### src/sv/rth_pkg.sv
package rth_pkg;

  localparam int CH_W  = 8;
  localparam int HUE_W = 15;
  localparam int SAT_W = 13;

  // degrees per hue sector, before the fractional shift
  localparam int SECTOR_DEG = 60;

  // quotient bits resolved by one divider stage
  localparam int DIV_BITS_PER_STAGE = 4;

  localparam int LANES    = 2;
  localparam int LANE_SAT = 0;
  localparam int LANE_HUE = 1;

  typedef enum logic [1:0] {
    SECT_RED,
    SECT_GREEN,
    SECT_BLUE
  } sector_t;

  typedef struct packed {
    logic [CH_W-1:0] red;
    logic [CH_W-1:0] green;
    logic [CH_W-1:0] blue;
  } in_t;

  typedef struct packed {
    logic [HUE_W-1:0] hue;
    logic [SAT_W-1:0] saturation;
    logic [CH_W-1:0]  brightness_value;
  } out_t;

  // per-pixel info carried alongside the divider lanes
  typedef struct packed {
    sector_t         sector;
    logic            neg;
    logic            black;
    logic            gray;
    logic [CH_W-1:0] value;
  } side_t;

endpackage

### src/sv/rth_front.sv
module rth_front import rth_pkg::*; #(
  parameter int HUE_FRAC_BITS = 6,
  parameter int SAT_FRAC_BITS = 12,
  parameter int QW = 16
) (
  input  logic                              clk,
  input  logic                              rst_n,
  input  logic                              in_valid,
  output logic                              in_stall,
  input  in_t                               in_data,
  output logic                              dn_valid,
  input  logic                              dn_stall,
  output logic [LANES-1:0][CH_W-1:0]        dn_rem,
  output logic [LANES-1:0][QW-1:0]          dn_nq,
  output logic [LANES-1:0][CH_W-1:0]        dn_den,
  output side_t                             dn_side
);

  localparam int NW = CH_W + QW;

  logic                       valid_r;
  logic                       advance;
  logic [LANES-1:0][CH_W-1:0] rem_r, rem_nxt;
  logic [LANES-1:0][QW-1:0]   nq_r, nq_nxt;
  logic [LANES-1:0][CH_W-1:0] den_r, den_nxt;
  side_t                      side_r, side_nxt;

  logic [CH_W-1:0]   mx, mn, delta, absdiff;
  logic signed [8:0] diff;
  logic [8:0]        mag;
  logic [13:0]       hmul;
  logic [NW-1:0]     sat_num, hue_num;
  sector_t           sector;

  assign advance  = !valid_r || !dn_stall;
  assign in_stall = !advance;

  always_comb begin
    if (in_data.red >= in_data.green && in_data.red >= in_data.blue) begin
      sector = SECT_RED;
      mx     = in_data.red;
      diff   = $signed({1'b0, in_data.green}) - $signed({1'b0, in_data.blue});
    end else if (in_data.green >= in_data.blue) begin
      sector = SECT_GREEN;
      mx     = in_data.green;
      diff   = $signed({1'b0, in_data.blue}) - $signed({1'b0, in_data.red});
    end else begin
      sector = SECT_BLUE;
      mx     = in_data.blue;
      diff   = $signed({1'b0, in_data.red}) - $signed({1'b0, in_data.green});
    end

    mn = in_data.red;
    if (in_data.green < mn) mn = in_data.green;
    if (in_data.blue < mn) mn = in_data.blue;
    delta = mx - mn;

    mag     = diff[8] ? 9'(-diff) : 9'(diff);
    absdiff = mag[CH_W-1:0];
    hmul    = 14'(absdiff) * 14'(SECTOR_DEG);

    sat_num = NW'(delta) << SAT_FRAC_BITS;
    hue_num = NW'(hmul) << HUE_FRAC_BITS;

    // upper numerator bits seed the remainder; they stay below the divisor
    rem_nxt[LANE_SAT] = sat_num[NW-1:QW];
    nq_nxt[LANE_SAT]  = sat_num[QW-1:0];
    den_nxt[LANE_SAT] = mx;
    rem_nxt[LANE_HUE] = hue_num[NW-1:QW];
    nq_nxt[LANE_HUE]  = hue_num[QW-1:0];
    den_nxt[LANE_HUE] = delta;

    side_nxt.sector = sector;
    side_nxt.neg    = diff[8];
    side_nxt.black  = (mx == '0);
    side_nxt.gray   = (delta == '0);
    side_nxt.value  = mx;
  end

  always_ff @(posedge clk) begin
    if (!rst_n) begin
      valid_r <= 1'b0;
    end else if (advance) begin
      valid_r <= in_valid;
    end
  end

  always_ff @(posedge clk) begin
    if (advance && in_valid) begin
      rem_r  <= rem_nxt;
      nq_r   <= nq_nxt;
      den_r  <= den_nxt;
      side_r <= side_nxt;
    end
  end

  assign dn_valid = valid_r;
  assign dn_rem   = rem_r;
  assign dn_nq    = nq_r;
  assign dn_den   = den_r;
  assign dn_side  = side_r;

endmodule

### src/sv/rth_div_stage.sv
module rth_div_stage import rth_pkg::*; #(
  parameter int QW = 16
) (
  input  logic                       clk,
  input  logic                       rst_n,
  input  logic                       up_valid,
  output logic                       up_stall,
  input  logic [LANES-1:0][CH_W-1:0] up_rem,
  input  logic [LANES-1:0][QW-1:0]   up_nq,
  input  logic [LANES-1:0][CH_W-1:0] up_den,
  input  side_t                      up_side,
  output logic                       dn_valid,
  input  logic                       dn_stall,
  output logic [LANES-1:0][CH_W-1:0] dn_rem,
  output logic [LANES-1:0][QW-1:0]   dn_nq,
  output logic [LANES-1:0][CH_W-1:0] dn_den,
  output side_t                      dn_side
);

  logic                       valid_r;
  logic                       advance;
  logic [LANES-1:0][CH_W-1:0] rem_r, rem_nxt;
  logic [LANES-1:0][QW-1:0]   nq_r, nq_nxt;
  logic [LANES-1:0][CH_W-1:0] den_r;
  side_t                      side_r;

  assign advance  = !valid_r || !dn_stall;
  assign up_stall = !advance;

  // restoring division: shift a numerator bit into the remainder,
  // subtract when it fits, shift the quotient bit in at the bottom
  always_comb begin
    logic [CH_W-1:0] rem;
    logic [QW-1:0]   nq;
    logic [CH_W:0]   trial;
    for (int l = 0; l < LANES; l++) begin
      rem = up_rem[l];
      nq  = up_nq[l];
      for (int k = 0; k < DIV_BITS_PER_STAGE; k++) begin
        trial = {rem, nq[QW-1]};
        nq    = {nq[QW-2:0], 1'b0};
        if (trial >= {1'b0, up_den[l]}) begin
          rem   = CH_W'(trial - {1'b0, up_den[l]});
          nq[0] = 1'b1;
        end else begin
          rem = trial[CH_W-1:0];
        end
      end
      rem_nxt[l] = rem;
      nq_nxt[l]  = nq;
    end
  end

  always_ff @(posedge clk) begin
    if (!rst_n) begin
      valid_r <= 1'b0;
    end else if (advance) begin
      valid_r <= up_valid;
    end
  end

  always_ff @(posedge clk) begin
    if (advance && up_valid) begin
      rem_r  <= rem_nxt;
      nq_r   <= nq_nxt;
      den_r  <= up_den;
      side_r <= up_side;
    end
  end

  assign dn_valid = valid_r;
  assign dn_rem   = rem_r;
  assign dn_nq    = nq_r;
  assign dn_den   = den_r;
  assign dn_side  = side_r;

endmodule

### src/sv/rth_back.sv
module rth_back import rth_pkg::*; #(
  parameter int HUE_FRAC_BITS = 6,
  parameter int QW = 16
) (
  input  logic                     clk,
  input  logic                     rst_n,
  input  logic                     up_valid,
  output logic                     up_stall,
  input  logic [LANES-1:0][QW-1:0] up_quot,
  input  side_t                    up_side,
  output logic                     out_valid,
  input  logic                     out_stall,
  output out_t                     out_data
);

  localparam int UNIT = SECTOR_DEG << HUE_FRAC_BITS;
  localparam int HW   = QW + 4;

  logic                valid_r;
  logic                advance;
  out_t                data_r, data_nxt;
  logic signed [HW-1:0] q_s, off, h;

  assign advance  = !valid_r || !out_stall;
  assign up_stall = !advance;

  always_comb begin
    q_s = $signed({4'b0, up_quot[LANE_HUE]});
    case (up_side.sector)
      SECT_GREEN: off = HW'(2 * UNIT);
      SECT_BLUE:  off = HW'(4 * UNIT);
      default:    off = '0;
    endcase
    h = up_side.neg ? off - q_s : off + q_s;
    // wrap negative angles into the upper turn
    if (h < 0) h = h + HW'(6 * UNIT);

    data_nxt.hue              = up_side.gray ? '0 : HUE_W'($unsigned(h));
    data_nxt.saturation       = up_side.black ? '0 : SAT_W'(up_quot[LANE_SAT]);
    data_nxt.brightness_value = up_side.value;
  end

  always_ff @(posedge clk) begin
    if (!rst_n) begin
      valid_r <= 1'b0;
    end else if (advance) begin
      valid_r <= up_valid;
    end
  end

  always_ff @(posedge clk) begin
    if (advance && up_valid) begin
      data_r <= data_nxt;
    end
  end

  assign out_valid = valid_r;
  assign out_data  = data_r;

endmodule

### src/sv/rgb_to_hsv.sv
// Pipeline: front stage, one divider stage per 4 quotient bits, output stage;
// NSTG divider stages, where NSTG = ceil(max(SAT_FRAC_BITS + 1, HUE_FRAC_BITS + 6) / 4).
// Throughput: one pixel per clock while out_stall is low; each divider stage resolves 4 quotient bits.
// Reset (synchronous, active low) clears the stage valid bits only.
module rgb_to_hsv import rth_pkg::*; #(
  parameter int HUE_FRAC_BITS = 6,
  parameter int SAT_FRAC_BITS = 12
) (
  input  logic clk,
  input  logic rst_n,
  input  logic in_valid,
  output logic in_stall,
  input  in_t  in_data,
  output logic out_valid,
  input  logic out_stall,
  output out_t out_data
);

  localparam int QW_MIN = (SAT_FRAC_BITS + 1 > HUE_FRAC_BITS + 6) ?
                          SAT_FRAC_BITS + 1 : HUE_FRAC_BITS + 6;
  localparam int NSTG   = (QW_MIN + DIV_BITS_PER_STAGE - 1) / DIV_BITS_PER_STAGE;
  localparam int QW     = NSTG * DIV_BITS_PER_STAGE;

  logic                       vld_a   [0:NSTG];
  logic                       stall_a [0:NSTG];
  logic [LANES-1:0][CH_W-1:0] rem_a   [0:NSTG];
  logic [LANES-1:0][QW-1:0]   nq_a    [0:NSTG];
  logic [LANES-1:0][CH_W-1:0] den_a   [0:NSTG];
  side_t                      side_a  [0:NSTG];

  rth_front #(
    .HUE_FRAC_BITS (HUE_FRAC_BITS),
    .SAT_FRAC_BITS (SAT_FRAC_BITS),
    .QW            (QW)
  ) u_front (
    .clk      (clk),
    .rst_n    (rst_n),
    .in_valid (in_valid),
    .in_stall (in_stall),
    .in_data  (in_data),
    .dn_valid (vld_a[0]),
    .dn_stall (stall_a[0]),
    .dn_rem   (rem_a[0]),
    .dn_nq    (nq_a[0]),
    .dn_den   (den_a[0]),
    .dn_side  (side_a[0])
  );

  for (genvar i = 0; i < NSTG; i++) begin : g_div
    rth_div_stage #(
      .QW (QW)
    ) u_stage (
      .clk      (clk),
      .rst_n    (rst_n),
      .up_valid (vld_a[i]),
      .up_stall (stall_a[i]),
      .up_rem   (rem_a[i]),
      .up_nq    (nq_a[i]),
      .up_den   (den_a[i]),
      .up_side  (side_a[i]),
      .dn_valid (vld_a[i+1]),
      .dn_stall (stall_a[i+1]),
      .dn_rem   (rem_a[i+1]),
      .dn_nq    (nq_a[i+1]),
      .dn_den   (den_a[i+1]),
      .dn_side  (side_a[i+1])
    );
  end

  rth_back #(
    .HUE_FRAC_BITS (HUE_FRAC_BITS),
    .QW            (QW)
  ) u_back (
    .clk       (clk),
    .rst_n     (rst_n),
    .up_valid  (vld_a[NSTG]),
    .up_stall  (stall_a[NSTG]),
    .up_quot   (nq_a[NSTG]),
    .up_side   (side_a[NSTG]),
    .out_valid (out_valid),
    .out_stall (out_stall),
    .out_data  (out_data)
  );

endmodule
### config.mk
export PLATFORM = sky130hd
export DESIGN_NAME = rgb_to_hsv
export DESIGN_NICKNAME = d
export VERILOG_FILES = /design/src/sv/rth_pkg.sv /design/src/sv/rth_front.sv /design/src/sv/rth_div_stage.sv /design/src/sv/rth_back.sv /design/src/sv/rgb_to_hsv.sv
export SDC_FILE = /design/constraint.sdc
export NUM_CORES = 1
export LEC_CHECK = 0
export BUFFER_PORTS_ARGS = -buffer_cell sky130_fd_sc_hd__buf_2
export CORE_ASPECT_RATIO = 0.75
export CORE_MARGIN = 8
export CORE_UTILIZATION = 50
export DETAILED_ROUTE_END_ITERATION = 8
export PLACE_DENSITY = 0.66
export SETUP_SLACK_MARGIN = 0.1
export SLEW_MARGIN = 20
export SYNTH_ARGS = -nofsm -noshare
export SYNTH_HDL_FRONTEND = slang
export SYNTH_SLANG_ARGS = --single-unit
### constraint.sdc
create_clock -name clk -period 8.3 [get_ports clk]
set_input_delay 0.83 -clock clk [delete_from_list [all_inputs] [get_ports clk]]
set_output_delay 0.83 -clock clk [all_outputs]
set_load 0.005 [all_outputs]
==> results of run 1 <==
synthesized netlist by cell type, drive strengths merged (16+ instances only):
| library cell | n |
|---|---|
| or2 | 21 |
| nand2 | 89 |
| xnor2 | 131 |
| and2 | 16 |
| fa | 35 |
| xor2 | 58 |
| ha | 304 |
| mux2 | 117 |
| inv | 231 |
| nor3 | 56 |
| nor2b | 76 |
| o21bai | 26 |
| nand2b | 32 |
| o31a | 16 |
| a21o | 52 |
| o21ai | 156 |
| o31ai | 17 |
| a21boi | 20 |
| edfxtp | 265 |
| a211oi | 16 |
| mux2i | 39 |
| clkbuf | 24 |
| nand3 | 32 |
| a21oi | 193 |
| o21a | 51 |
| nand4 | 24 |
| nor2 | 235 |
area by class of cell:
cell class / instances / area, µm²
clock buffer: 33 / 782
clock inverter: 21 / 219
fill: 4182 / 20300
inverter: 231 / 871
multi-input combinational: 1981 / 15900
sequential: 271 / 8080
tap: 648 / 811
timing repair buffer: 223 / 1560
registers in the layout (all words and copies together) (netlist names):
name and cells:
g_div.u_stage.dn_valid 4, u_front.dn_side 5, u_front.dn_rem 4, g_div.u_stage.dn_den 48
g_div.u_stage.dn_side 28, u_front.dn_valid 1, g_div.u_stage.dn_rem 48, u_back.out_data 36
u_front.dn_den 16, u_front.dn_nq 8, u_back.out_valid 1, g_div.u_stage.dn_nq 72
metal layers:
| metal | vias to the layer above | GRT usage | share of wire |
|---|---|---|---|
| met5 | - | 0 | 0 |
| met4 | 0 | 0.0499 | 0.024 |
| met1 | 9375 | 0.310 | 0.50 |
| li1 | 9682 | - | - |
| met2 | 489 | 0.322 | 0.43 |
| met3 | 89 | 0.0192 | 0.043 |
how the worst max path moves through the flow:
stage | slack (ns) | endpoint
3_5_place_dp | -0.35 | g_div[0].u_stage.dn_rem[2]
3_3_place_gp | -0.01 | g_div[0].u_stage.dn_rem[2]
4_1_cts | 0.11 | g_div[1].u_stage.dn_rem[2]
6_report | 0.37 | g_div[0].u_stage.dn_rem[2]
2_1_floorplan | 0.13 | g_div[2].u_stage.dn_rem[3]
5_1_grt | 0.008 | g_div[2].u_stage.dn_rem[7]
timing repair:
action | 4_1_cts | 5_1_grt
gates resized for setup | 15 | 119
setup buffers | 3 | 26
gates cloned | 0 | 2
pin swaps | 1 | 32
endpoints found under the setup margin | 33 | 56
cells by family after synthesis:
logic type               Yosys count  share of synthesized area
multiplexers                     156                     0.0715
XOR/XNOR                         189                     0.0678
buffers and inverters            267                     0.0417
flip-flops                       271                      0.331
adder cells (fa/ha/maj)          339                      0.185
AO/OA/AOI/OAI                    649                      0.173
AND/OR/NAND/NOR                  646                      0.131
through the flow:
stage | setup WS, ns | area, µm² | hold WS, ns | utilization
floorplan | 0.134 | 24400 | 0.400 | -
global placement | -0.00997 | 26400 | 0.400 | 0.545
detailed placement | -0.351 | 26500 | 0.405 | 0.545
CTS | 0.107 | 27600 | 0.419 | 0.568
global route | 0.00806 | 28200 | 0.425 | 0.582
finish | 0.372 | 28200 | 0.417 | 0.582
==> tab_implementation.tex, run 1 <==
\begin{tabular}{lr}
\hline
Metric & Value \\
\hline
\multicolumn{2}{l}{\textbf{Logic synthesis}} \\
Area share of the leading cell type in the synthesized netlist & 0.326 \\
Number of synthesized flops with an enable pin & around 270 \\
Yosys warns & 0 \\
Post-Syn Instances & $\sim$2.5k \\
Sequential element share of the synthesized area & 0.331 \\
Most used flip-flop cell after synthesis & sky130\_fd\_sc\_hd\_\_edfxtp\_1 \\
Seq cells post-synth & 271 \\
Syn Nets & between 2k and 3k \\
Dominant cell type by area after synthesis & sky130\_fd\_sc\_hd\_\_edfxtp\_1 \\
Post-synth ARST share & 0 \\
Top post-synthesis cells by area & sky130\_fd\_sc\_hd\_\_edfxtp\_1 (33\%), sky130\_fd\_sc\_hd\_\_ha\_1 (16\%), sky130\_fd\_sc\_hd\_\_mux2\_2 (5.4\%) \\
Post-synthesis average cell area & about 9.7 µm² \\
Synth cell types & 86 \\
Synthesized cell area & 0.0244 mm² \\
\multicolumn{2}{l}{\textbf{Clock network}} \\
CTS tree & done \\
Clock Path Buffers & 3 \\
Post-CTS Hold Fix Bufs & 0 \\
Cell at the root of the clock tree & sky130\_fd\_sc\_hd\_\_clkbuf\_16 \\
Number of buffers created by CTS & 30 \\
Clock latency of the later-clocked register in the worst-skew pair & $\sim$0.57 ns \\
Clock transition at path regs & about 0.070 ns \\
Clock sinks & $\sim$270 \\
H-tree depth reported by CTS & 1 \\
\multicolumn{2}{l}{\textbf{Worst setup path}} \\
Critical Path Fanout Max & 7 \\
Levels on crit path & 36 \\
Reg2reg path depth & 36 \\
Startpoint of the worst register-to-register path & u\_front.dn\_den[11] \\
Gate family responsible for the most delay along the worst path & compound AO/OA/AOI/OAI gates \\
WP data required & between 8 and 9 ns \\
Crit. End Element & flop \\
Standard cell with the maximum stage delay on the critical path & sky130\_fd\_sc\_hd\_\_o41ai\_2 \\
Buffers plus inverters on the worst setup path & 4 \\
Worst path max stage delay & between 0.4 and 0.5 ns \\
Register-to-register setup slack & 0.37 ns \\
Setup crit start & u\_front.dn\_den[11] \\
Sort of element at the start of the critical path & flop \\
Data arrival time of the critical path & slightly above 8 ns \\
Worst flop-to-flop path endpoint & g\_div[0].u\_stage.dn\_rem[2] \\
Cell repeated most along the worst path & sky130\_fd\_sc\_hd\_\_ha\_1 \\
Kind of critical path & reg -> reg \\
\multicolumn{2}{l}{\textbf{Detailed routing}} \\
Number of remaining DRC errors & 0 \\
DRT antenna net count & 0 \\
Number of vias in the routed layout & $\sim$20k \\
Per-cell routed wire length & roughly 18 µm \\
Detailed Routing Iterations Pass 1 & 5 \\
Final routed wirelength across all metal layers & just over 60000 µm \\
Routed via count divided by cell count & 5.76 \\
First DRT Iteration DRCs & $\sim$1.5k \\
\multicolumn{2}{l}{\textbf{Floorplan}} \\
Vertical die dimension & 207 µm \\
Std-Cell Core Area & 0.0485 mm² \\
DIE AREA & 0.0562 mm² \\
Die width & 271 µm \\
Standard-cell rows & 70 \\
I/O pin total & between 60 and 70 \\
Initial core utilization & 0.503 \\
\multicolumn{2}{l}{\textbf{STA}} \\
Number of setup violations in the final report & 0 \\
Final worst path period need & between 7 and 8 ns \\
Post-route clock period utilization & 0.955 \\
Setup TNS & 0 ns \\
Maximum clock frequency & $\sim$130 MHz \\
Worst-margin pin slew & just over 1 ns \\
RSZ-0062 raised after global routing & no \\
Worst slew margin relative to its limit & 0.322 \\
Hold violation count in the final report & 0 \\
Clock tree skew after final layout & roughly 0.023 ns \\
Final-report max-slew violation count & 0 \\
\multicolumn{2}{l}{\textbf{GRT}} \\
Via count of the first global-routing pass & about 19k \\
Number of antenna violations at the first check in global routing & 0 \\
Pin count of the biggest net entering global routing & 59 \\
Wire length of the first global-routing pass & between 90000 and 100000 µm \\
Total global routing track utilization & 0.208 \\
GRT Residual Overflow & 0 \\
\multicolumn{2}{l}{\textbf{Hold path}} \\
Worst Hold End & g\_div[3].u\_stage.dn\_nq[8] \\
Number of cells on the worst hold path & 0 \\
Class of the tightest hold or removal check & reg -> reg \\
Start point of the worst hold path & g\_div[2].u\_stage.dn\_nq[4] \\
\multicolumn{2}{l}{\textbf{Place}} \\
Routability-driven placement congestion ratio & just over 0.9 \\
Dpl cells & around 3.3k \\
Number of input and output port buffers inserted & 65 \\
Half-perimeter wire length after detailed placement & between 40000 and 50000 µm \\
\multicolumn{2}{l}{\textbf{Final layout}} \\
Syn-to-layout area delta & 15.7\% \\
Layout cell share with drive strength beyond 1 & 0.190 \\
Most common library cell in the layout ignoring fill and taps & sky130\_fd\_sc\_hd\_\_ha\_1 \\
Non-filler cells, final & 3408 \\
Net total in the final layout & about 3.1k \\
Antenna cells & 0 \\
Leading cell types in the layout, fill and taps excluded & sky130\_fd\_sc\_hd\_\_ha\_1 (295), sky130\_fd\_sc\_hd\_\_edfxtp\_1 (265), sky130\_fd\_sc\_hd\_\_nor2\_1 (230) \\
\multicolumn{2}{l}{\textbf{Run status}} \\
Outcome & finished clean \\
\multicolumn{2}{l}{\textbf{Job}} \\
Number of max-cap violations & 0 \\
\hline
\end{tabular}
Power of run 1 is left out: the tool's default activity adds up to more than one toggle a clock period on the data nets, which glitch-free logic cannot reach.
==> inputs of run 2 (changes only) <==
Settings changed: ABC_AREA set to 1.
==> run 2 against run 1 <==
  * Area after synthesis rose by 1.5%
  * Sequential share of layout area rose by 1.6 points
  * Utilization fell by 3.4 points
  * Count of clock-buffer cells in the layout rose by 1
  * Die area rose by 1.4%
  * Cell count rose by 11%
  * Worst setup slack improved by 0.32 ns
  * Sequential cell count did not move
  * Cell area fell by 5.2%
  * First-iteration DRC count rose by 15%
  * Global-route usage fell by 0.49 points
  * Via count rose by 4.6%
  * Largest cell class unchanged
==> tab_implementation.tex, run 2 <==
\begin{tabular}{lr}
\hline
Metric & Value \\
\hline
\multicolumn{2}{l}{\textbf{Clock network}} \\
Clock latency of the later-clocked register in the worst-skew pair & 0.59 ns (was 0.57 ns) \\
Number of buffers created by CTS & 31 (was 30) \\
Cell at the root of the clock tree & sky130\_fd\_sc\_hd\_\_clkbuf\_16 (unchanged) \\
Clock Path Buffers & 3 (unchanged) \\
H-tree depth reported by CTS & 1 (unchanged) \\
Clock transition at path regs & 0.06 ns (was 0.07 ns) \\
CTS tree & done (unchanged) \\
Clock sinks & 271 (unchanged) \\
\multicolumn{2}{l}{\textbf{Logic synthesis}} \\
Most common cell in the synthesized netlist & sky130\_fd\_sc\_hd\_\_nand2\_1 (was sky130\_fd\_sc\_hd\_\_ha\_1) \\
Seq cells post-synth & 271 (unchanged) \\
Top post-synthesis cells by area & sky130\_fd\_sc\_hd\_\_edfxtp\_1 (32\%), sky130\_fd\_sc\_hd\_\_ha\_1 (15\%), sky130\_fd\_sc\_hd\_\_nand2\_1 (10\%) (was sky130\_fd\_sc\_hd\_\_edfxtp\_1 (33\%), sky130\_fd\_sc\_hd\_\_ha\_1 (16\%), sky130\_fd\_sc\_hd\_\_mux2\_2 (5.4\%)) \\
Post-Syn Instances & 3031 (was 2517) \\
Synthesized cell area & 0.0248 mm² (was 0.0244 mm²) \\
Synth cell types & 69 (was 86) \\
Yosys warns & 0 (unchanged) \\
Dominant cell type by area after synthesis & sky130\_fd\_sc\_hd\_\_edfxtp\_1 (unchanged) \\
Post-synth ARST share & 0 (unchanged) \\
Most used standard cells in the synthesized netlist & sky130\_fd\_sc\_hd\_\_nand2\_1 (657), sky130\_fd\_sc\_hd\_\_inv\_1 (457), sky130\_fd\_sc\_hd\_\_ha\_1 (304), sky130\_fd\_sc\_hd\_\_edfxtp\_1 (265), sky130\_fd\_sc\_hd\_\_a21oi\_1 (238) (was sky130\_fd\_sc\_hd\_\_ha\_1 (304), sky130\_fd\_sc\_hd\_\_edfxtp\_1 (265), sky130\_fd\_sc\_hd\_\_nor2\_1 (235), sky130\_fd\_sc\_hd\_\_inv\_1 (228), sky130\_fd\_sc\_hd\_\_a21oi\_1 (190)) \\
Syn Nets & 3398 (was 2884) \\
Area share of the leading cell type in the synthesized netlist & 0.321 (was 0.326) \\
Sequential element share of the synthesized area & 0.326 (was 0.331) \\
Most used flip-flop cell after synthesis & sky130\_fd\_sc\_hd\_\_edfxtp\_1 (unchanged) \\
Number of synthesized flops with an enable pin & 265 (unchanged) \\
Post-synthesis average cell area & 8.17 µm² (was 9.70 µm²) \\
\multicolumn{2}{l}{\textbf{GRT}} \\
GRT Residual Overflow & 0 (unchanged) \\
Pin count of the biggest net entering global routing & 59 (unchanged) \\
Wire length of the first global-routing pass & 97600 µm (was 98900 µm) \\
Via count of the first global-routing pass & 19.9k (was 19.1k) \\
Total global routing track utilization & 0.203 (was 0.208) \\
Number of antenna violations at the first check in global routing & 0 (unchanged) \\
\multicolumn{2}{l}{\textbf{Floorplan}} \\
Die width & 273 µm (was 271 µm) \\
Std-Cell Core Area & 0.0489 mm² (was 0.0485 mm²) \\
Vertical die dimension & 209 µm (was 207 µm) \\
Initial core utilization & 0.507 (was 0.503) \\
Standard-cell rows & 70 (unchanged) \\
DIE AREA & 0.0570 mm² (was 0.0562 mm²) \\
I/O pin total & 66 (unchanged) \\
\multicolumn{2}{l}{\textbf{Detailed routing}} \\
Number of remaining DRC errors & 0 (unchanged) \\
Per-cell routed wire length & 15.6 µm (was 18.0 µm) \\
Number of vias in the routed layout & 20.5k (was 19.6k) \\
Routed via count divided by cell count & 5.43 (was 5.76) \\
First DRT Iteration DRCs & 1685 (was 1460) \\
DRT antenna net count & 0 (unchanged) \\
Detailed Routing Iterations Pass 1 & 5 (unchanged) \\
Final routed wirelength across all metal layers & 59000 µm (was 61400 µm) \\
\multicolumn{2}{l}{\textbf{Worst setup path}} \\
WP data required & 8.62 ns (was 8.61 ns) \\
Buffers plus inverters on the worst setup path & 5 (was 4) \\
Gate family responsible for the most delay along the worst path & compound AO/OA/AOI/OAI gates (unchanged) \\
Worst path max stage delay & 0.41 ns (was 0.44 ns) \\
Critical Path Fanout Max & 15 (was 7) \\
Crit. End Element & flop (unchanged) \\
Sort of element at the start of the critical path & flop (unchanged) \\
Standard cell with the maximum stage delay on the critical path & sky130\_fd\_sc\_hd\_\_edfxtp\_1 (was sky130\_fd\_sc\_hd\_\_o41ai\_2) \\
Kind of critical path & reg -> reg (unchanged) \\
Cell repeated most along the worst path & sky130\_fd\_sc\_hd\_\_nand2\_1 (was sky130\_fd\_sc\_hd\_\_ha\_1) \\
Data arrival time of the critical path & 7.93 ns (was 8.24 ns) \\
\multicolumn{2}{l}{\textbf{STA}} \\
Final-report max-slew violation count & 0 (unchanged) \\
Worst-margin pin slew & 1.05 ns (was 1.02 ns) \\
Setup TNS & 0 ns (unchanged) \\
Post-route clock period utilization & 0.917 (was 0.955) \\
Clock tree skew after final layout & 0.0274 ns (was 0.0230 ns) \\
Number of setup violations in the final report & 0 (unchanged) \\
RSZ-0062 raised after global routing & yes (was no) \\
Maximum clock frequency & 131 MHz (was 126 MHz) \\
Worst slew margin relative to its limit & 0.299 (was 0.322) \\
Final worst path period need & 7.61 ns (was 7.93 ns) \\
Hold violation count in the final report & 0 (unchanged) \\
\multicolumn{2}{l}{\textbf{Final layout}} \\
Layout cell share with drive strength beyond 1 & 0.0923 (was 0.190) \\
Syn-to-layout area delta & 8.13\% (was 15.7\%) \\
Flip-flop and latch area & 0.00808 mm² (unchanged) \\
Most common library cell in the layout ignoring fill and taps & sky130\_fd\_sc\_hd\_\_nand2\_1 (was sky130\_fd\_sc\_hd\_\_ha\_1) \\
Net total in the final layout & 3475 (was 3105) \\
Antenna cells & 0 (unchanged) \\
Leading cell types in the layout, fill and taps excluded & sky130\_fd\_sc\_hd\_\_nand2\_1 (657), sky130\_fd\_sc\_hd\_\_inv\_1 (455), sky130\_fd\_sc\_hd\_\_ha\_1 (304) (was sky130\_fd\_sc\_hd\_\_ha\_1 (295), sky130\_fd\_sc\_hd\_\_edfxtp\_1 (265), sky130\_fd\_sc\_hd\_\_nor2\_1 (230)) \\
Largest register FFs & 72 (unchanged) \\
Area of the multi-input gates & 0.0147 mm² (was 0.0159 mm²) \\
\# fillers & 4519 (was 4182) \\
\multicolumn{2}{l}{\textbf{Place}} \\
Half-perimeter wire length after detailed placement & 47400 µm (was 48400 µm) \\
Routability-driven placement congestion ratio & 0.951 (was 0.914) \\
Number of input and output port buffers inserted & 65 (unchanged) \\
\multicolumn{2}{l}{\textbf{Run status}} \\
Outcome & finished clean (unchanged) \\
\multicolumn{2}{l}{\textbf{Job}} \\
Number of max-cap violations & 0 (unchanged) \\
\multicolumn{2}{l}{\textbf{Hold path}} \\
Class of the tightest hold or removal check & reg -> reg (unchanged) \\
\hline
\end{tabular}
[run 2: area by class of cell]
cell class | count | share of cell area
clock inverter | 23 | 0.00673
multi-input combinational | 2246 | 0.547
timing repair buffer | 78 | 0.0165
inverter | 480 | 0.0680
sequential | 271 | 0.302
tap | 648 | 0.0303
clock buffer | 34 | 0.0294
[run 2: repair_timing]
item	in CTS	in global routing
hold buffers	0	0
resized for setup	0	6
buffers inserted	0	6
setup endpoints to repair	0	19
[run 2: routing by layer]
metal  vias up  GRT usage  routed length, µm
met1      9554      0.285              28500
met4         0     0.0465               1230
met5         -          0                  0
met2       537      0.331              26200
met3        91     0.0252               3160
li1      10400          -                  -
[run 2: kinds of logic after synthesis]
family	synth area share
AND/OR/NAND/NOR	0.213
XOR/XNOR	0.0679
buffers and inverters	0.0839
AO/OA/AOI/OAI	0.126
adder cells (fa/ha/maj)	0.182
flip-flops	0.326
multiplexers	0.000909
[run 2: worst reg2reg max path, delay by kind of cell (launching register included)]
family | cells | cell delay, ns
AND/OR/NAND/NOR | 20 | 2.36
adder cells (fa/ha/maj) | 5 | 1.57
AO/OA/AOI/OAI | 10 | 2.41
buffers and inverters | 5 | 0.59
flip-flops | 1 | 0.41
[run 2: stage by stage]
stage	setup slack [ns]	util	instances	area, µm²	hold WS (ns)
5_1_grt	0.0591	0.548	3780	26800	0.408
3_5_place_dp	0.394	0.526	3716	25700	0.405
2_1_floorplan	1.64	-	3031	24800	0.400
3_3_place_gp	0.778	0.526	3716	25700	0.401
4_1_cts	0.393	0.546	3773	26700	0.400
6_report	0.689	0.548	3780	26800	0.407
[run 2: final timing paths]
path,endpoint,start,slack [ns],cells past startpoint
min,g_div[2].u_stage.dn_side[8],g_div[1].u_stage.dn_side[8],0.41,0
min reg2reg,g_div[2].u_stage.dn_side[8],g_div[1].u_stage.dn_side[8],0.41,0
max reg2reg,g_div[0].u_stage.dn_rem[5],u_front.dn_den[11],0.69,40
max,g_div[0].u_stage.dn_rem[5],u_front.dn_den[11],0.69,40
Power of run 2 is left out for the same reason.
==> inputs of run 3 (changes only) <==
Settings changed: CTS_BUF_LIST set to sky130_fd_sc_hd__clkbuf_2, REMOVE_ABC_BUFFERS set to 1.
==> run 3 against run 2 <==
  * Sequential share of layout area up 0.27 points
  * Critical path depth is the same
  * Die area is the same
  * Global-route usage grew 0.35 points
  * Worst hold slack worse by 0.21 ns
  * Critical endpoint is now g_div[1].u_stage.dn_rem[15]
  * Highest routed layer unchanged
==> tab_implementation.tex, run 3 (synthesis gave the netlist of run 2 again) <==
\begin{tabular}{lr}
\hline
Metric & Value \\
\hline
\multicolumn{2}{l}{\textbf{Worst setup path}} \\
Standard cell with the maximum stage delay on the critical path & sky130\_fd\_sc\_hd\_\_a211oi\_2 (was sky130\_fd\_sc\_hd\_\_edfxtp\_1) \\
Sort of element at the start of the critical path & flop (unchanged) \\
Kind of critical path & reg -> reg (unchanged) \\
Cell repeated most along the worst path & sky130\_fd\_sc\_hd\_\_nand2\_1 (unchanged) \\
Critical Path Fanout Max & 14 (was 15) \\
Data arrival time of the critical path & 8.29 ns (was 7.93 ns) \\
WP data required & 9.06 ns (was 8.62 ns) \\
Worst path max stage delay & 0.58 ns (was 0.41 ns) \\
Crit. End Element & flop (unchanged) \\
\multicolumn{2}{l}{\textbf{STA}} \\
Worst-margin pin slew & 1.04 ns (was 1.05 ns) \\
Final-report max-slew violation count & 0 (unchanged) \\
Maximum clock frequency & 133 MHz (was 131 MHz) \\
Worst slew margin relative to its limit & 0.306 (was 0.299) \\
RSZ-0062 raised after global routing & no (was yes) \\
Number of setup violations in the final report & 0 (unchanged) \\
Setup TNS & 0 ns (unchanged) \\
Clock tree skew after final layout & 0.102 ns (was 0.0274 ns) \\
Hold violation count in the final report & 0 (unchanged) \\
Post-route clock period utilization & 0.907 (was 0.917) \\
Final worst path period need & 7.52 ns (was 7.61 ns) \\
\multicolumn{2}{l}{\textbf{Place}} \\
Routability-driven placement congestion ratio & 0.920 (was 0.951) \\
Number of input and output port buffers inserted & 65 (unchanged) \\
Half-perimeter wire length after detailed placement & 46900 µm (was 47400 µm) \\
\multicolumn{2}{l}{\textbf{Floorplan}} \\
Vertical die dimension & 209 µm (unchanged) \\
Standard-cell rows & 70 (unchanged) \\
Std-Cell Core Area & 0.0489 mm² (unchanged) \\
Initial core utilization & 0.507 (unchanged) \\
Die width & 273 µm (unchanged) \\
I/O pin total & 66 (unchanged) \\
DIE AREA & 0.0570 mm² (unchanged) \\
\multicolumn{2}{l}{\textbf{GRT}} \\
GRT Residual Overflow & 0 (unchanged) \\
Total global routing track utilization & 0.206 (was 0.203) \\
Wire length of the first global-routing pass & 98000 µm (was 97600 µm) \\
Pin count of the biggest net entering global routing & 59 (unchanged) \\
Number of antenna violations at the first check in global routing & 2 (was 0) \\
Via count of the first global-routing pass & 19.9k (about the same) \\
\multicolumn{2}{l}{\textbf{Detailed routing}} \\
Number of vias in the routed layout & 20.5k (about the same) \\
Final routed wirelength across all metal layers & 59200 µm (was 59000 µm) \\
DRT antenna net count & 0 (unchanged) \\
First DRT Iteration DRCs & 1375 (was 1685) \\
Routed via count divided by cell count & 5.31 (was 5.43) \\
Number of remaining DRC errors & 0 (unchanged) \\
Per-cell routed wire length & 15.4 µm (was 15.6 µm) \\
Detailed Routing Iterations Pass 1 & 5 (unchanged) \\
\multicolumn{2}{l}{\textbf{Final layout}} \\
Area of the multi-input gates & 0.0147 mm² (about the same) \\
Syn-to-layout area delta & 7.16\% (was 8.13\%) \\
Largest register FFs & 72 (unchanged) \\
Most common library cell in the layout ignoring fill and taps & sky130\_fd\_sc\_hd\_\_nand2\_1 (unchanged) \\
Leading cell types in the layout, fill and taps excluded & sky130\_fd\_sc\_hd\_\_nand2\_1 (657), sky130\_fd\_sc\_hd\_\_inv\_1 (454), sky130\_fd\_sc\_hd\_\_ha\_1 (304) (was sky130\_fd\_sc\_hd\_\_nand2\_1 (657), sky130\_fd\_sc\_hd\_\_inv\_1 (455), sky130\_fd\_sc\_hd\_\_ha\_1 (304)) \\
Flip-flop and latch area & 0.00808 mm² (unchanged) \\
Net total in the final layout & 3518 (was 3475) \\
Layout cell share with drive strength beyond 1 & 0.108 (was 0.0923) \\
Util after Layout & 0.543 (was 0.548) \\
\# fillers & 4536 (was 4519) \\
\multicolumn{2}{l}{\textbf{Clock network}} \\
Clock Path Buffers & 3 (unchanged) \\
Clock transition at path regs & 0.09 ns (was 0.06 ns) \\
Clock latency of the later-clocked register in the worst-skew pair & 1.02 ns (was 0.59 ns) \\
Clock sinks & 271 (unchanged) \\
Number of buffers created by CTS & 72 (was 31) \\
CTS tree & done (unchanged) \\
Cell at the root of the clock tree & sky130\_fd\_sc\_hd\_\_clkbuf\_2 (was sky130\_fd\_sc\_hd\_\_clkbuf\_16) \\
H-tree depth reported by CTS & 3 (was 1) \\
\multicolumn{2}{l}{\textbf{Job}} \\
Number of max-cap violations & 0 (unchanged) \\
\multicolumn{2}{l}{\textbf{Hold path}} \\
Class of the tightest hold or removal check & in -> reg (was reg -> reg) \\
\multicolumn{2}{l}{\textbf{Run status}} \\
Outcome & finished clean (unchanged) \\
\hline
\end{tabular}
run 3: cell count changes in the layout (fill, tap and decap cells not counted), sizes merged:
cell / delta
clkbuf: +61
clkinvlp: -4
dlygate4sd3: +1
buf: +1
inv: -2
clkinv: +8
bufinv: +2
diode: +4
run 3: per-stage QoR:
step | setup WS [ns] | instance area [µm²] | std cells | hold slack (ns)
after floorplan | 1.62 | 24500 | 2997 | 0.400
after global placement | 0.592 | 25700 | 3717 | 0.401
after detailed placement | 0.363 | 25700 | 3717 | 0.405
after CTS | 0.311 | 26400 | 3840 | 0.0329
after global routing | 0.0873 | 26500 | 3851 | 0.0367
final | 0.776 | 26500 | 3851 | 0.199
run 3: metal layers:
metal | vias to the layer above | wire [µm] | track usage
li1 | 10500 | - | -
met1 | 9386 | 29500 | 0.290
met2 | 502 | 25800 | 0.331
met3 | 79 | 2930 | 0.0345
met4 | 0 | 946 | 0.0463
met5 | - | 0 | 0
run 3: path summary, 6_finish.rpt:
check / start / end / slack, ns / depth (start not counted)
setup / recovery: g_div[0].u_stage.dn_den[10] / g_div[1].u_stage.dn_rem[15] / 0.78 / 40
hold / removal: out_stall / u_back.out_valid / 0.20 / 3
setup reg to reg: g_div[0].u_stage.dn_den[10] / g_div[1].u_stage.dn_rem[15] / 0.78 / 40
hold reg to reg: g_div[1].u_stage.dn_side[10] / g_div[2].u_stage.dn_side[10] / 0.38 / 0
run 3: critical path, delay by kind of cell (launching register included):
family                   cells  cell delay, ns
AO/OA/AOI/OAI               14            2.69
buffers and inverters        4            0.48
flip-flops                   1            0.47
adder cells (fa/ha/maj)      4            1.35
multiplexers                 1            0.36
AND/OR/NAND/NOR             17            2.02
run 3: cell type report:
| cell class | count | area share |
|---|---|---|
| Multi-Input combinational cell | 2246 | 0.553 |
| Sequential cell | 271 | 0.304 |
| Inverter | 480 | 0.0686 |
| Tap cell | 648 | 0.0306 |
| Clock buffer | 95 | 0.0179 |
| Timing Repair Buffer | 80 | 0.0174 |
| Clock inverter | 27 | 0.00787 |
| Antenna cell | 4 | 0.000377 |
run 3: repair_timing:
item / 4_1_cts / 5_1_grt
setup endpoints to repair: 0 / 35
gates resized for setup: 0 / 15
endpoints found under the hold margin: 1 / 0
hold buffers: 1 / 0
setup buffers: 0 / 6
Power of run 3 is left out for the same reason.
